--- config.mk ---
export PLATFORM = sky130hd
export DESIGN_NAME = strict_priority_three_queue_core
export DESIGN_NICKNAME = d
export VERILOG_FILES = /design/src/hdl/spq_pkg.sv /design/src/hdl/spq_ram.sv /design/src/hdl/spq_ctrl.sv /design/src/hdl/spq_dp.sv /design/src/hdl/strict_priority_three_queue_core.sv
export SDC_FILE = /design/constraint.sdc
export NUM_CORES = 1
export LEC_CHECK = 0
export ABC_AREA = 1
export BUFFER_PORTS_ARGS = -buffer_cell sky130_fd_sc_hd__buf_2
export CAP_MARGIN = 20
export CELL_PAD_IN_SITES_DETAIL_PLACEMENT = 1
export CELL_PAD_IN_SITES_GLOBAL_PLACEMENT = 2
export CORE_MARGIN = 2
export CORE_UTILIZATION = 30
export CTS_BUF_LIST = sky130_fd_sc_hd__clkbuf_8
export CTS_CLUSTER_DIAMETER = 40
export CTS_CLUSTER_SIZE = 10
export DETAILED_ROUTE_END_ITERATION = 8
export PLACE_DENSITY = 0.57
export SYNTH_ARGS = -nofsm -noshare
export SYNTH_HDL_FRONTEND = slang
export SYNTH_SLANG_ARGS = --single-unit
--- constraint.sdc ---
create_clock -name clk_i -period 3.2 [get_ports clk_i]
set_input_delay 0.16 -clock clk_i [delete_from_list [all_inputs] [get_ports clk_i]]
set_output_delay 0.16 -clock clk_i [all_outputs]
set_load 0.01 [all_outputs]
--- src/hdl/spq_pkg.sv ---
// Shared types and constants for the strict-priority three-queue core.
// No dependencies; the controller, datapath and top level import this package.
`default_nettype none

package spq_pkg;

  localparam int NUM_CLASSES   = 3;
  localparam int CLASS_W       = 2;
  localparam int CODE_FIELD_W  = 16;
  localparam int COUNT_FIELD_W = 5;

  // Item opcodes
  localparam logic FUNC_ENQ  = 1'b0;
  localparam logic FUNC_CALL = 1'b1;

  // Class code that names no queue
  localparam logic [CLASS_W-1:0] CLASS_NONE = 2'd3;

  // Controller to datapath commands
  typedef struct packed {
    logic load;     // capture the accepted input beat
    logic exec;     // apply the captured item to the queues
    logic capture;  // take the dequeued code from the store
  } spq_cmd_t;

  // Datapath to controller status
  typedef struct packed {
    logic rd_pending;  // the executing call dequeues an entry
  } spq_sts_t;

endpackage

`default_nettype wire

--- src/hdl/spq_ram.sv ---
// Generic single-write, single-read RAM with registered read data.
// Standalone; no package dependencies.
`default_nettype none

module spq_ram #(
  parameter int WIDTH = 16,
  parameter int DEPTH = 48
) (
  input  wire logic                     clk_i,
  input  wire logic                     we_i,
  input  wire logic [$clog2(DEPTH)-1:0] waddr_i,
  input  wire logic [WIDTH-1:0]         wdata_i,
  input  wire logic                     re_i,
  input  wire logic [$clog2(DEPTH)-1:0] raddr_i,
  output logic      [WIDTH-1:0]         rdata_o
);

  logic [WIDTH-1:0] mem_q [DEPTH];
  logic [WIDTH-1:0] rdata_q;

  always_ff @(posedge clk_i) begin
    if (we_i) begin
      mem_q[waddr_i] <= wdata_i;
    end
    if (re_i) begin
      rdata_q <= mem_q[raddr_i];
    end
  end

  assign rdata_o = rdata_q;

endmodule

`default_nettype wire

--- src/hdl/spq_ctrl.sv ---
// Controller state machine for the strict-priority three-queue core.
// Depends on spq_pkg for the command and status structs.
`default_nettype none

module spq_ctrl (
  input  wire logic              clk_i,
  input  wire logic              rst_ni,
  input  wire logic              in_valid_i,
  output logic                   in_ready_o,
  output logic                   out_valid_o,
  input  wire logic              out_ready_i,
  output spq_pkg::spq_cmd_t      cmd_o,
  input  wire spq_pkg::spq_sts_t sts_i
);
  import spq_pkg::*;

  localparam logic [1:0] ST_IDLE = 2'd0;
  localparam logic [1:0] ST_EXEC = 2'd1;
  localparam logic [1:0] ST_READ = 2'd2;
  localparam logic [1:0] ST_RESP = 2'd3;

  logic [1:0] state_q, state_d;
  logic       in_fire;

  // A new beat may enter while the finished result leaves
  assign in_ready_o  = (state_q == ST_IDLE) || ((state_q == ST_RESP) && out_ready_i);
  assign out_valid_o = (state_q == ST_RESP);
  assign in_fire     = in_valid_i && in_ready_o;

  assign cmd_o.load    = in_fire;
  assign cmd_o.exec    = (state_q == ST_EXEC);
  assign cmd_o.capture = (state_q == ST_READ);

  always_comb begin
    state_d = state_q;
    case (state_q)
      ST_IDLE: begin
        if (in_fire) state_d = ST_EXEC;
      end
      ST_EXEC: begin
        state_d = sts_i.rd_pending ? ST_READ : ST_RESP;
      end
      ST_READ: begin
        state_d = ST_RESP;
      end
      ST_RESP: begin
        if (in_fire) begin
          state_d = ST_EXEC;
        end else if (out_ready_i) begin
          state_d = ST_IDLE;
        end
      end
      default: begin
        state_d = ST_IDLE;
      end
    endcase
  end

  always_ff @(posedge clk_i or negedge rst_ni) begin
    if (!rst_ni) begin
      state_q <= ST_IDLE;
    end else begin
      state_q <= state_d;
    end
  end

  a_read_then_resp: assert property (@(posedge clk_i) disable iff (!rst_ni)
    (state_q == ST_READ) |=> (state_q == ST_RESP))
    else $error("read state not followed by response");

endmodule

`default_nettype wire

--- src/hdl/spq_dp.sv ---
// Datapath: item register, per-class ring pointers and counts, entry store, result register.
// Depends on spq_pkg and spq_ram.
`default_nettype none

module spq_dp #(
  parameter int DEPTH      = 16,
  parameter int CODE_WIDTH = 16
) (
  input  wire logic                                 clk_i,
  input  wire logic                                 rst_ni,
  input  wire spq_pkg::spq_cmd_t                    cmd_i,
  output spq_pkg::spq_sts_t                         sts_o,
  input  wire logic                                 func_i,
  input  wire logic [spq_pkg::CODE_FIELD_W-1:0]     client_code_i,
  input  wire logic [spq_pkg::CLASS_W-1:0]          service_class_i,
  output logic                                      served_valid_o,
  output logic      [spq_pkg::CODE_FIELD_W-1:0]     served_code_o,
  output logic      [spq_pkg::CLASS_W-1:0]          served_class_o,
  output logic                                      overflow_o,
  output logic      [spq_pkg::COUNT_FIELD_W-1:0]    count_class0_o,
  output logic      [spq_pkg::COUNT_FIELD_W-1:0]    count_class1_o,
  output logic      [spq_pkg::COUNT_FIELD_W-1:0]    count_class2_o
);
  import spq_pkg::*;

  localparam int PTR_W    = $clog2(DEPTH);
  localparam int CNT_W    = $clog2(DEPTH + 1);
  localparam int RAM_D    = NUM_CLASSES * DEPTH;
  localparam int ADDR_W   = $clog2(RAM_D);

  localparam logic [PTR_W-1:0] PTR_LAST = PTR_W'(DEPTH - 1);
  localparam logic [CNT_W-1:0] CNT_FULL = CNT_W'(DEPTH);

  // Item register
  logic                    func_q;
  logic [CODE_FIELD_W-1:0] code_q;
  logic [CLASS_W-1:0]      cls_q;

  // Queue state
  logic [PTR_W-1:0] head_q [NUM_CLASSES];
  logic [PTR_W-1:0] tail_q [NUM_CLASSES];
  logic [CNT_W-1:0] occ_q  [NUM_CLASSES];

  // Result register
  logic                    served_valid_q;
  logic [CLASS_W-1:0]      served_class_q;
  logic                    overflow_q;
  logic [CODE_FIELD_W-1:0] served_code_q;

  logic [NUM_CLASSES-1:0] full;
  logic [NUM_CLASSES-1:0] busy;
  logic [NUM_CLASSES-1:0] enq_hit;
  logic [NUM_CLASSES-1:0] deq_hit;
  logic                   any_busy;
  logic                   call_hit;
  logic                   enq_drop;
  logic [CLASS_W-1:0]     sel_cls;
  logic [PTR_W-1:0]       wptr;
  logic [PTR_W-1:0]       rptr;
  logic [ADDR_W-1:0]      waddr;
  logic [ADDR_W-1:0]      raddr;
  logic [CODE_WIDTH-1:0]  wdata;
  logic [CODE_WIDTH-1:0]  rdata;

  function automatic logic [PTR_W-1:0] ptr_next(input logic [PTR_W-1:0] p);
    ptr_next = (p == PTR_LAST) ? '0 : p + PTR_W'(1);
  endfunction

  function automatic logic [CNT_W-1:0] ring_used(input logic [PTR_W-1:0] t,
                                                 input logic [PTR_W-1:0] h);
    ring_used = (t >= h) ? CNT_W'(t) - CNT_W'(h) : CNT_W'(t) + CNT_W'(DEPTH) - CNT_W'(h);
  endfunction

  always_ff @(posedge clk_i) begin
    if (cmd_i.load) begin
      func_q <= func_i;
      code_q <= client_code_i;
      cls_q  <= service_class_i;
    end
  end

  always_comb begin
    for (int i = 0; i < NUM_CLASSES; i++) begin
      full[i] = (occ_q[i] == CNT_FULL);
      busy[i] = (occ_q[i] != '0);
    end
  end

  assign any_busy = |busy;
  assign call_hit = (func_q == FUNC_CALL) && any_busy;
  assign sts_o.rd_pending = call_hit;

  // Priority pick: lowest class number that holds an entry
  always_comb begin
    sel_cls = CLASS_W'(NUM_CLASSES - 1);
    for (int i = NUM_CLASSES - 1; i >= 0; i--) begin
      if (busy[i]) sel_cls = CLASS_W'(i);
    end
  end

  always_comb begin
    wptr     = '0;
    rptr     = '0;
    enq_drop = 1'b0;
    for (int i = 0; i < NUM_CLASSES; i++) begin
      enq_hit[i] = cmd_i.exec && (func_q == FUNC_ENQ) && (cls_q == CLASS_W'(i)) && !full[i];
      deq_hit[i] = cmd_i.exec && call_hit && (sel_cls == CLASS_W'(i));
      if (cls_q == CLASS_W'(i)) begin
        wptr     = tail_q[i];
        enq_drop = (func_q == FUNC_ENQ) && full[i];
      end
      if (sel_cls == CLASS_W'(i)) rptr = head_q[i];
    end
  end

  assign waddr = ADDR_W'(cls_q) * ADDR_W'(DEPTH) + ADDR_W'(wptr);
  assign raddr = ADDR_W'(sel_cls) * ADDR_W'(DEPTH) + ADDR_W'(rptr);
  assign wdata = CODE_WIDTH'(code_q);

  spq_ram #(
    .WIDTH (CODE_WIDTH),
    .DEPTH (RAM_D)
  ) u_store (
    .clk_i   (clk_i),
    .we_i    (|enq_hit),
    .waddr_i (waddr),
    .wdata_i (wdata),
    .re_i    (|deq_hit),
    .raddr_i (raddr),
    .rdata_o (rdata)
  );

  always_ff @(posedge clk_i or negedge rst_ni) begin
    if (!rst_ni) begin
      for (int i = 0; i < NUM_CLASSES; i++) begin
        head_q[i] <= '0;
        tail_q[i] <= '0;
        occ_q[i]  <= '0;
      end
    end else begin
      for (int i = 0; i < NUM_CLASSES; i++) begin
        if (enq_hit[i]) begin
          tail_q[i] <= ptr_next(tail_q[i]);
          occ_q[i]  <= occ_q[i] + CNT_W'(1);
        end else if (deq_hit[i]) begin
          head_q[i] <= ptr_next(head_q[i]);
          occ_q[i]  <= occ_q[i] - CNT_W'(1);
        end
      end
    end
  end

  always_ff @(posedge clk_i or negedge rst_ni) begin
    if (!rst_ni) begin
      served_valid_q <= 1'b0;
      served_class_q <= '0;
      overflow_q     <= 1'b0;
    end else if (cmd_i.load) begin
      // drop the old result so flags always match the held item
      served_valid_q <= 1'b0;
      served_class_q <= '0;
      overflow_q     <= 1'b0;
    end else if (cmd_i.exec) begin
      served_valid_q <= call_hit;
      served_class_q <= call_hit ? sel_cls : '0;
      overflow_q     <= enq_drop;
    end
  end

  always_ff @(posedge clk_i) begin
    if (cmd_i.exec) begin
      served_code_q <= '0;
    end else if (cmd_i.capture) begin
      served_code_q <= CODE_FIELD_W'(rdata);
    end
  end

  assign served_valid_o = served_valid_q;
  assign served_code_o  = served_code_q;
  assign served_class_o = served_class_q;
  assign overflow_o     = overflow_q;
  assign count_class0_o = COUNT_FIELD_W'(occ_q[0]);
  assign count_class1_o = COUNT_FIELD_W'(occ_q[1]);
  assign count_class2_o = COUNT_FIELD_W'(occ_q[2]);

  a_occ_bound: assert property (@(posedge clk_i) disable iff (!rst_ni)
    (occ_q[0] <= CNT_FULL) && (occ_q[1] <= CNT_FULL) && (occ_q[2] <= CNT_FULL))
    else $error("queue occupancy above depth");

  a_ring_consistent: assert property (@(posedge clk_i) disable iff (!rst_ni)
    (ring_used(tail_q[0], head_q[0]) == (full[0] ? '0 : occ_q[0])) &&
    (ring_used(tail_q[1], head_q[1]) == (full[1] ? '0 : occ_q[1])) &&
    (ring_used(tail_q[2], head_q[2]) == (full[2] ? '0 : occ_q[2])))
    else $error("ring pointers disagree with occupancy");

  a_flags_match_op: assert property (@(posedge clk_i) disable iff (!rst_ni)
    (served_valid_q |-> (func_q == FUNC_CALL)) and (overflow_q |-> (func_q == FUNC_ENQ)))
    else $error("result flag does not match item opcode");

endmodule

`default_nettype wire

--- src/hdl/strict_priority_three_queue_core.sv ---
// An accepted enqueue beat, and a call that finds every queue empty, passes through the
// EXEC state and then presents its result beat in RESP; a call that dequeues passes
// through EXEC, READ and RESP, where READ is the registered read of the shared entry store.
// A new item enters only in IDLE, or in RESP as the result leaves with out_ready_i high.
// Reset (rst_ni low, asynchronous) empties all queues and the controller; entry
// contents are left as they are and no clearing pass runs.
`default_nettype none

module strict_priority_three_queue_core #(
  parameter int DEPTH      = 16,
  parameter int CODE_WIDTH = 16
) (
  input  wire logic                                 clk_i,
  input  wire logic                                 rst_ni,
  input  wire logic                                 in_valid_i,
  output logic                                      in_ready_o,
  input  wire logic                                 func_i,
  input  wire logic [spq_pkg::CODE_FIELD_W-1:0]     client_code_i,
  input  wire logic [spq_pkg::CLASS_W-1:0]          service_class_i,
  output logic                                      out_valid_o,
  input  wire logic                                 out_ready_i,
  output logic                                      served_valid_o,
  output logic      [spq_pkg::CODE_FIELD_W-1:0]     served_code_o,
  output logic      [spq_pkg::CLASS_W-1:0]          served_class_o,
  output logic                                      overflow_o,
  output logic      [spq_pkg::COUNT_FIELD_W-1:0]    count_class0_o,
  output logic      [spq_pkg::COUNT_FIELD_W-1:0]    count_class1_o,
  output logic      [spq_pkg::COUNT_FIELD_W-1:0]    count_class2_o
);
  import spq_pkg::*;

  spq_cmd_t cmd;
  spq_sts_t sts;

  spq_ctrl u_ctrl (
    .clk_i       (clk_i),
    .rst_ni      (rst_ni),
    .in_valid_i  (in_valid_i),
    .in_ready_o  (in_ready_o),
    .out_valid_o (out_valid_o),
    .out_ready_i (out_ready_i),
    .cmd_o       (cmd),
    .sts_i       (sts)
  );

  spq_dp #(
    .DEPTH      (DEPTH),
    .CODE_WIDTH (CODE_WIDTH)
  ) u_dp (
    .clk_i           (clk_i),
    .rst_ni          (rst_ni),
    .cmd_i           (cmd),
    .sts_o           (sts),
    .func_i          (func_i),
    .client_code_i   (client_code_i),
    .service_class_i (service_class_i),
    .served_valid_o  (served_valid_o),
    .served_code_o   (served_code_o),
    .served_class_o  (served_class_o),
    .overflow_o      (overflow_o),
    .count_class0_o  (count_class0_o),
    .count_class1_o  (count_class1_o),
    .count_class2_o  (count_class2_o)
  );

endmodule

`default_nettype wire
# ---- Word level (Yosys, flattened, before mapping)
# Memories as Yosys holds them, arrays and structs flattened. A register that Yosys moved wholly into a read port is not among the register bits.
# Cells that the tools add are included.
dict set report word_totals {
  wordCells 129
  n_memories 1
  mem_bits_rw 768
  reg_bits 80
}
# memory depth width read_ports rd_clocked_by_memory_dff wr line
set mem_list {}
lappend mem_list {u_dp.u_store.mem_q 48 16 1 1 1 spq_ram.sv:18} ;# logic [WIDTH-1:0] mem_q [DEPTH];
dict set report classes {
  reduce_logical 38
  muxes 37
  eq_ne 18
  n_bitwise 4
  addsub 14
}
# op n
set ops {}
lappend ops {{$mux W4} 12}
lappend ops {{$mux W5} 6}
lappend ops {{$add A4 B1 Y4 const B} 6}
lappend ops {{$eq A4 B4 Y1 const B} 6}
lappend ops {{$logic_and A1 B1 Y1} 17}
lappend ops {{$mux W2} 8}
lappend ops {{$add A5 B1 Y5 const B} 3}
lappend ops {{$eq A5 B5 Y1 const B} 3}
lappend ops {{$reduce_bool A5 Y1} 3}
lappend ops {{$sub A5 B1 Y5 const B} 3}
lappend ops {{$add A6 B4 Y6} 2}
lappend ops {{$mux W1} 10}
lappend ops {{$reduce_or A3 Y1} 3}
lappend ops {{$eq A2 B2 Y1 const B} 4}
lappend ops {{$pmux W2 S4} 1}
lappend ops {{$reduce_and A2 Y1} 4}
lappend ops {{$reduce_bool A2 Y1} 4}
lappend ops {{$eq A2 B1 Y1 const B} 3}
lappend ops {{$logic_not A2 Y1} 3}
lappend ops {{$not A1 Y1} 4}
lappend ops {{$logic_not A1 Y1} 3}
lappend ops {{$ne A3 B1 Y1 const B} 1}
lappend ops {{$ne A2 B1 Y1 const B} 1}
lappend ops {{$logic_or A1 B1 Y1} 1}

# ---- Logic depth before layout (Yosys ltp)
dict set report depth {
  word_depth 8
  ltp_mapped 16
  mapped_depth_nobuf 14
}

# ---- By module
# A second synthesis with hierarchy kept.
dict set report hier_totals {
  cells_unflattened 3027
  area_unflattened_um2 35685.5
}
# mod instances cells_per_inst area_per_inst_um2
set by_module_without_submodules {}
lappend by_module_without_submodules {spq_ram 1 2576 31591.5}
lappend by_module_without_submodules {spq_dp 1 423 3848.7}
lappend by_module_without_submodules {spq_ctrl 1 28 245.2}

# ---- Least setup slack after synthesis
# OpenSTA, ideal clock, no wires.
dict set report synth_timing {
  kind {reg-to-reg}
  start {register u_ctrl.state_q[1]}
  end {memory u_dp.u_store.mem_q[14][0], enable pin}
  synth_period_minus_slack_ns 2.961
  t_arrival_ns 2.552
  path_buffers 0
  setup_slack_ns 0.239
  path_stages_with_launch 9
  t_required_ns 2.791
  path_cell_list {dfrtp_1 inv_1 ha_1 inv_2 nor2_1 nand3_1 nand3_1 nand2_1 nor3_1}
}
dict set report synth_between {
  elab_chain_cells 7
  word_cells_on_any_way 11
  classes_between {eq/ne: 1; mux: 2; reduce/logical: 8}
}
# element line
set synth_lines {}
lappend synth_lines {{start, declared} spq_ctrl.sv:22} ;# logic [1:0] state_q, state_d;
lappend synth_lines {{start signal, assigned} spq_ctrl.sv:63} ;# state_q <= state_d;
lappend synth_lines {{$eq A2 B1 Y1 *} spq_ctrl.sv:31} ;# assign cmd_o.exec = (state_q == ST_EXEC);
lappend synth_lines {{$logic_and A1 B1 Y1 *} spq_dp.sv:106} ;# enq_hit[i] = cmd_i.exec && (func_q == FUNC_ENQ) && (cls_q == CLASS_W'(i)) && !full[i];
lappend synth_lines {{$logic_and A1 B1 Y1 (2 in series)} spq_dp.sv:106}
lappend synth_lines {{$reduce_or A3 Y1 *} spq_dp.sv:125} ;# .we_i (|enq_hit),
lappend synth_lines {{$mux W1 *} spq_ram.sv:22} ;# if (we_i) begin
lappend synth_lines {{$mux W1 (not written as such) *} spq_ram.sv:23} ;# mem_q[waddr_i] <= wdata_i;
lappend synth_lines {{end, declared} spq_ram.sv:18}
# Every way passes the cells marked *; elsewhere a longest branch is shown, timed or not.

# ---- Worst setup path after layout
dict set report layout_timing {
  start {register u_dp.occ_q, in the netlist u_dp.count_class1_o[0]}
  end {register u_dp.u_store.rdata_q[8], in the netlist u_dp.u_store.rdata_o[8], read port of u_dp.u_store.mem_q (data pin)}
}
dict set report layout_between {
  elab_chain_cells 8
  word_cells_on_any_way 17
  classes_between {add/sub: 1; eq/ne: 2; mux: 5; reduce/logical: 9}
}
# element line
set layout_lines {}
lappend layout_lines {{start, declared} spq_dp.sv:42} ;# logic [CNT_W-1:0] occ_q [NUM_CLASSES];
lappend layout_lines {{start signal, assigned by index} spq_dp.sv:144} ;# occ_q[i] <= occ_q[i] + CNT_W'(1);
lappend layout_lines {{start signal, assigned by index} spq_dp.sv:147} ;# occ_q[i] <= occ_q[i] - CNT_W'(1);
lappend layout_lines {{$reduce_bool A5 Y1 *} spq_dp.sv:85} ;# busy[i] = (occ_q[i] != '0);
lappend layout_lines {{$mux W2 (2 in series)} spq_dp.sv:97} ;# if (busy[i]) sel_cls = CLASS_W'(i);
lappend layout_lines {{$logic_not A2 Y1} {spq_dp.sv:107, spq_dp.sv:112}}
lappend layout_lines {{$mux W4 (3 in series)} spq_dp.sv:112} ;# if (sel_cls == CLASS_W'(i)) rptr = head_q[i];
lappend layout_lines {{$add A6 B4 Y6} spq_dp.sv:117} ;# assign raddr = ADDR_W'(sel_cls) * ADDR_W'(DEPTH) + ADDR_W'(rptr);
lappend layout_lines {{end, declared} spq_ram.sv:19} ;# logic [WIDTH-1:0] rdata_q;
# Marked as above.
# A chain may end at the register's enable or synchronous reset.

==> results <==
- The number of failing hold endpoints at the final stage is 0.
- The worst setup path is of the reg -> reg kind.
- The largest vdd supply drop is 587 uV.
- The clock slew at the register clock pins of the worst setup and hold paths is approximately 0.060 ns.
- CTS placed an instance of clkbuf_8 at the clock tree root.
- The routed layout has approximately 26,000 vias.
- The post-synthesis instance area is ~0.037 sq mm.
- In this run the critical register-to-register path is launched from u_dp.count_class1_o[0].
- Setup repair after global routing could not meet its margin everywhere.
- The number of buffers and inverters on the critical path is 4.
- The overall die area is around 0.13 sq mm.
- The via count of the first global-routing pass came to between 20,000 and 30,000.
- Dividing total power by cell area gives a power density of between 900 and 1000 mW/mm^2.
- At the end of the flow, the number of nets in the layout was 3,554.
- The portion of the clock cycle consumed by the worst path in the final layout is between 90% and 100%.
- The I/O pin total is 60.
- The critical path launch point is u_dp.count_class1_o[0].
- The most used flip-flop cell after synthesis is edfxtp_1.
- Entering global routing, the biggest net connects ~110 pins.
- The fraction of registers with async set or reset after synthesis is 5.21%.
- The class of the worst hold path is in -> async.
- The category of the worst setup path capture point is a flip-flop.
- The core area is 0.122 sq mm.
- The number of clock buffers inserted by TritonCTS is roughly 150.
- After detailed routing, the average wire length per cell comes to about 24 um.
- The number of nets in the synthesized netlist is about 3,300.
- The part of the Yosys area used for sequential elements is between 60% and 70%.
- Counting flops and latches in the post-synthesis netlist gives about 860.
- On the critical path the largest part of the delay comes from simple AND/OR/NAND/NOR gates.
- After global routing the overflow that remains totals 0.
- At the end of routability-driven placement, the weighted congestion stood at between 0.7 and 0.8.
- After routing, the total negative slack on setup checks comes to 0 ns.
- The initial standard-cell utilization of the core is a little under a third.
- The signal on the critical path passes through nor2_2, nand2_1, nor2_2, nor2_2, buf_4, a21oi_4, buf_12, buf_16, buf_4, nand3_1, nand3_2, nand2_1, nand2_1, nand3_1.
- The half-perimeter wire length of the detailed placement result is approximately 74 mm.
- The flow ran to the end, and the final reports show no timing, DRC or antenna violations.
- In this run the deepest clock path goes through 3 buffers.
- Across the routed clock network, the largest skew measured is between 0.04 and 0.05 ns.
- Using the TritonRoute via totals, the vias-per-cell ratio works out to a little under 5.
- The worst setup slack before clock tree synthesis is -0.201 ns.
- The share of final-layout standard cells stronger than drive strength 1 is about 15%.
- TritonCTS built the clock tree.
- The number of instances in the synthesized netlist is between 3,000 and 4,000.
- The first-pass GRT wire length is 185 mm.
- The chip width is around 350 um.
- The overall power after layout is 41.2 mW.
- The leakage power of the design is 17.0 nW.
- For this run, the slowest stage of the critical path takes between 0.4 and 0.5 ns.
- Setup violations remaining at the end of the flow were counted as 0.
- Summed over all instances, the cell type with the most area after synthesis is edfxtp_1.
- The smallest clock period supported by the final layout is computed as 3.11 ns.
- The number of enable flip-flop cells after synthesis is about 800.
- The number of antenna violations at the first check in global routing is 5.
- STA puts the critical path data required time at 3.77 ns.
- Max-cap violations in this run came to 0.
- By area the synthesized netlist is led by edfxtp_1 (65%), nand3_1 (6.5%), nand2_1 (6.1%).
- After layout, the worst setup slack is approximately 0.086 ns.
- For this block, the initial DRC count from the detailed router was ~1,700.
- The slew at the pin with the worst max-slew slack is about 1 ns.
- For this design, the slowest cell found on the critical path is dfrtp_1.
- Counting distinct cell types in the post-synthesis netlist gives 39.
- The startpoint type of the worst setup path is a flip-flop.
- The die outline height is ~350 um.
- The final-report max-slew violation count was 0.
- The data arrival at the endpoint of the critical path is approximately 3.7 ns.
- For this design, the sink count on the clock tree is ~860.
- The maximum frequency from static timing analysis is around 0.32 GHz.
- The number of rows created at floorplan is ~130.
- The growth of design area from synthesis to finish is 19.1%.
- Wires add up to 126 mm.
- The clock latency reported for the late side of the worst-skew pair is roughly 0.85 ns.
- Of all nets on the critical path, the largest fanout is 22.
- The synthesized design devotes to its leading area cell type 65.3% of total area.
- The synthesis warning total is 0.
- The first detailed-routing pass ran for 5 iterations.
- CTS built an H-tree with a depth of 4.
- The DRC violations left is 0.
- The number of routed nets with antenna violations is 0.
- The mean area per synthesized cell is ~11 sq um.
- Global routing consumed, over all layers together, 20.0% of the routing resources.
- Measured against its own limit, the worst slew margin works out to ~32%.
- The number of buffers added on ports is 59.
logic make-up after synthesis:
kind of cell / Yosys count / synth area share, %
AND/OR/NAND/NOR: 1477 / 17.7
flip-flops: 864 / 69.2
buffers and inverters: 603 / 6.89
AO/OA/AOI/OAI: 277 / 4.81
adder cells (fa/ha/maj): 23 / 0.840
XOR/XNOR: 18 / 0.427
multiplexers: 5 / 0.152
final cells by class:
cell class                 instances  area, sq um
sequential                       864        25600
tap                             1625         2030
antenna                            1         2.50
inverter                         413         1560
timing repair buffer             278         2580
clock buffer                     159         2190
fill                           13400        78000
multi-input combinational       1800         8990
clock inverter                   115         1080
cells in the final DEF, fill, tap and decap left out, types with 3 or more instances in the layout:
cell           instances
dfrtp_1               44
buf_2                 59
xnor2_1                6
clkinv_2              28
clkinvlp_4            15
nand3_1              464
nand4_1              111
mux2_1                 3
dfxtp_1               16
nor2_4                 3
o21ai_1               34
inv_6                  8
bufinv_16             18
clkbuf_8             159
nor2_2                 8
inv_1                423
clkinv_4               8
nor3_1                 4
buf_12                34
inv_2                  5
clkinv_1              20
a21oi_1               18
dlygate4sd3_1         43
or2_2                 21
o21ai_0               78
buf_4                137
edfxtp_1             803
nand3_2               14
nand3_4                5
o211ai_1             140
nand2_1              603
fa_1                   3
nor2_1               240
xor2_1                12
buf_16                 4
ha_1                  20
metal layers:
metal  up-vias  wire, um  track usage [%]
met4         0      3890             7.35
met1     13100     56800             26.4
met2       518     59100             32.6
met5         -         0                0
li1      11800         -                -
met3       182      5740             4.13
worst min-delay path: stages:
cell and delay, ns:
dlygate4sd3_1 0.52, dlygate4sd3_1 0.53, buf_2 0.43
registers in the layout (all words and copies together), names as in the netlist:
name	count
u_dp.overflow_o	1
u_dp.head_q	12
u_dp.count_class0_o	5
u_dp.served_class_o	2
u_dp.tail_q	12
u_dp.func_q	1
u_dp.served_valid_o	1
u_dp.u_store.mem_q	768
u_dp.served_code_o	16
u_dp.u_store.rdata_o	16
u_dp.count_class2_o	5
u_ctrl.state_q	2
u_dp.cls_q	2
u_dp.code_q	16
u_dp.count_class1_o	5
through the flow:
stage / cell area (sq um) / hold slack, ns / util [%] / cells
global placement: 40100 / 0.337 / 32.8 / 4932
global route: 44000 / 0.357 / 36.0 / 5255
CTS: 43800 / 0.0139 / 35.9 / 5249
detailed placement: 40100 / 0.339 / 32.8 / 4932
floorplan: 36900 / -0.136 / - / 3267
finish: 44000 / 0.353 / 36.0 / 5255
cell usage after synthesis, types with 7 or more instances:
cell type and instances:
nand2_1 603, buf_1 7, buf_6 7, inv_1 404
ha_1 20, a21oi_1 18, nand4_1 111, edfxtp_1 803
xor2_1 12, o21ai_1 34, or2_2 21, o211ai_1 140
buf_2 106, nor2_1 247, o21ai_0 78, clkbuf_1 44
nand3_1 480, dfrtp_1 45, inv_2 8, buf_4 26
dfxtp_1 16
power by group:
group          internal, mW  switching [mW]
clock network          6.16            5.01
registers              13.4           0.442
logic                  5.02            11.1
path summary, 6_finish.rpt:
kind                                           end  slack, ns  cells after the start
max                        u_dp.u_store.rdata_o[8]       0.09                     14
min                         u_dp.count_class0_o[0]       0.35                      3
max reg2reg                u_dp.u_store.rdata_o[8]       0.09                     14
min reg2reg                 u_dp.served_class_o[0]       0.50                      2
max in group asynchronous           u_dp.head_q[3]       2.30                      4
min in group clk_i             u_dp.served_valid_o       0.35                      5
what timing repair did:
action	4_1_cts	5_1_grt
setup buffers	0	3
pin swaps	0	0
endpoints found under the setup margin	24	365
hold endpoints to repair	70	19
gates cloned	1	0
resized for setup	8	20
hold buffers	42	1
Note: power is estimated with default switching activity, not from simulation.
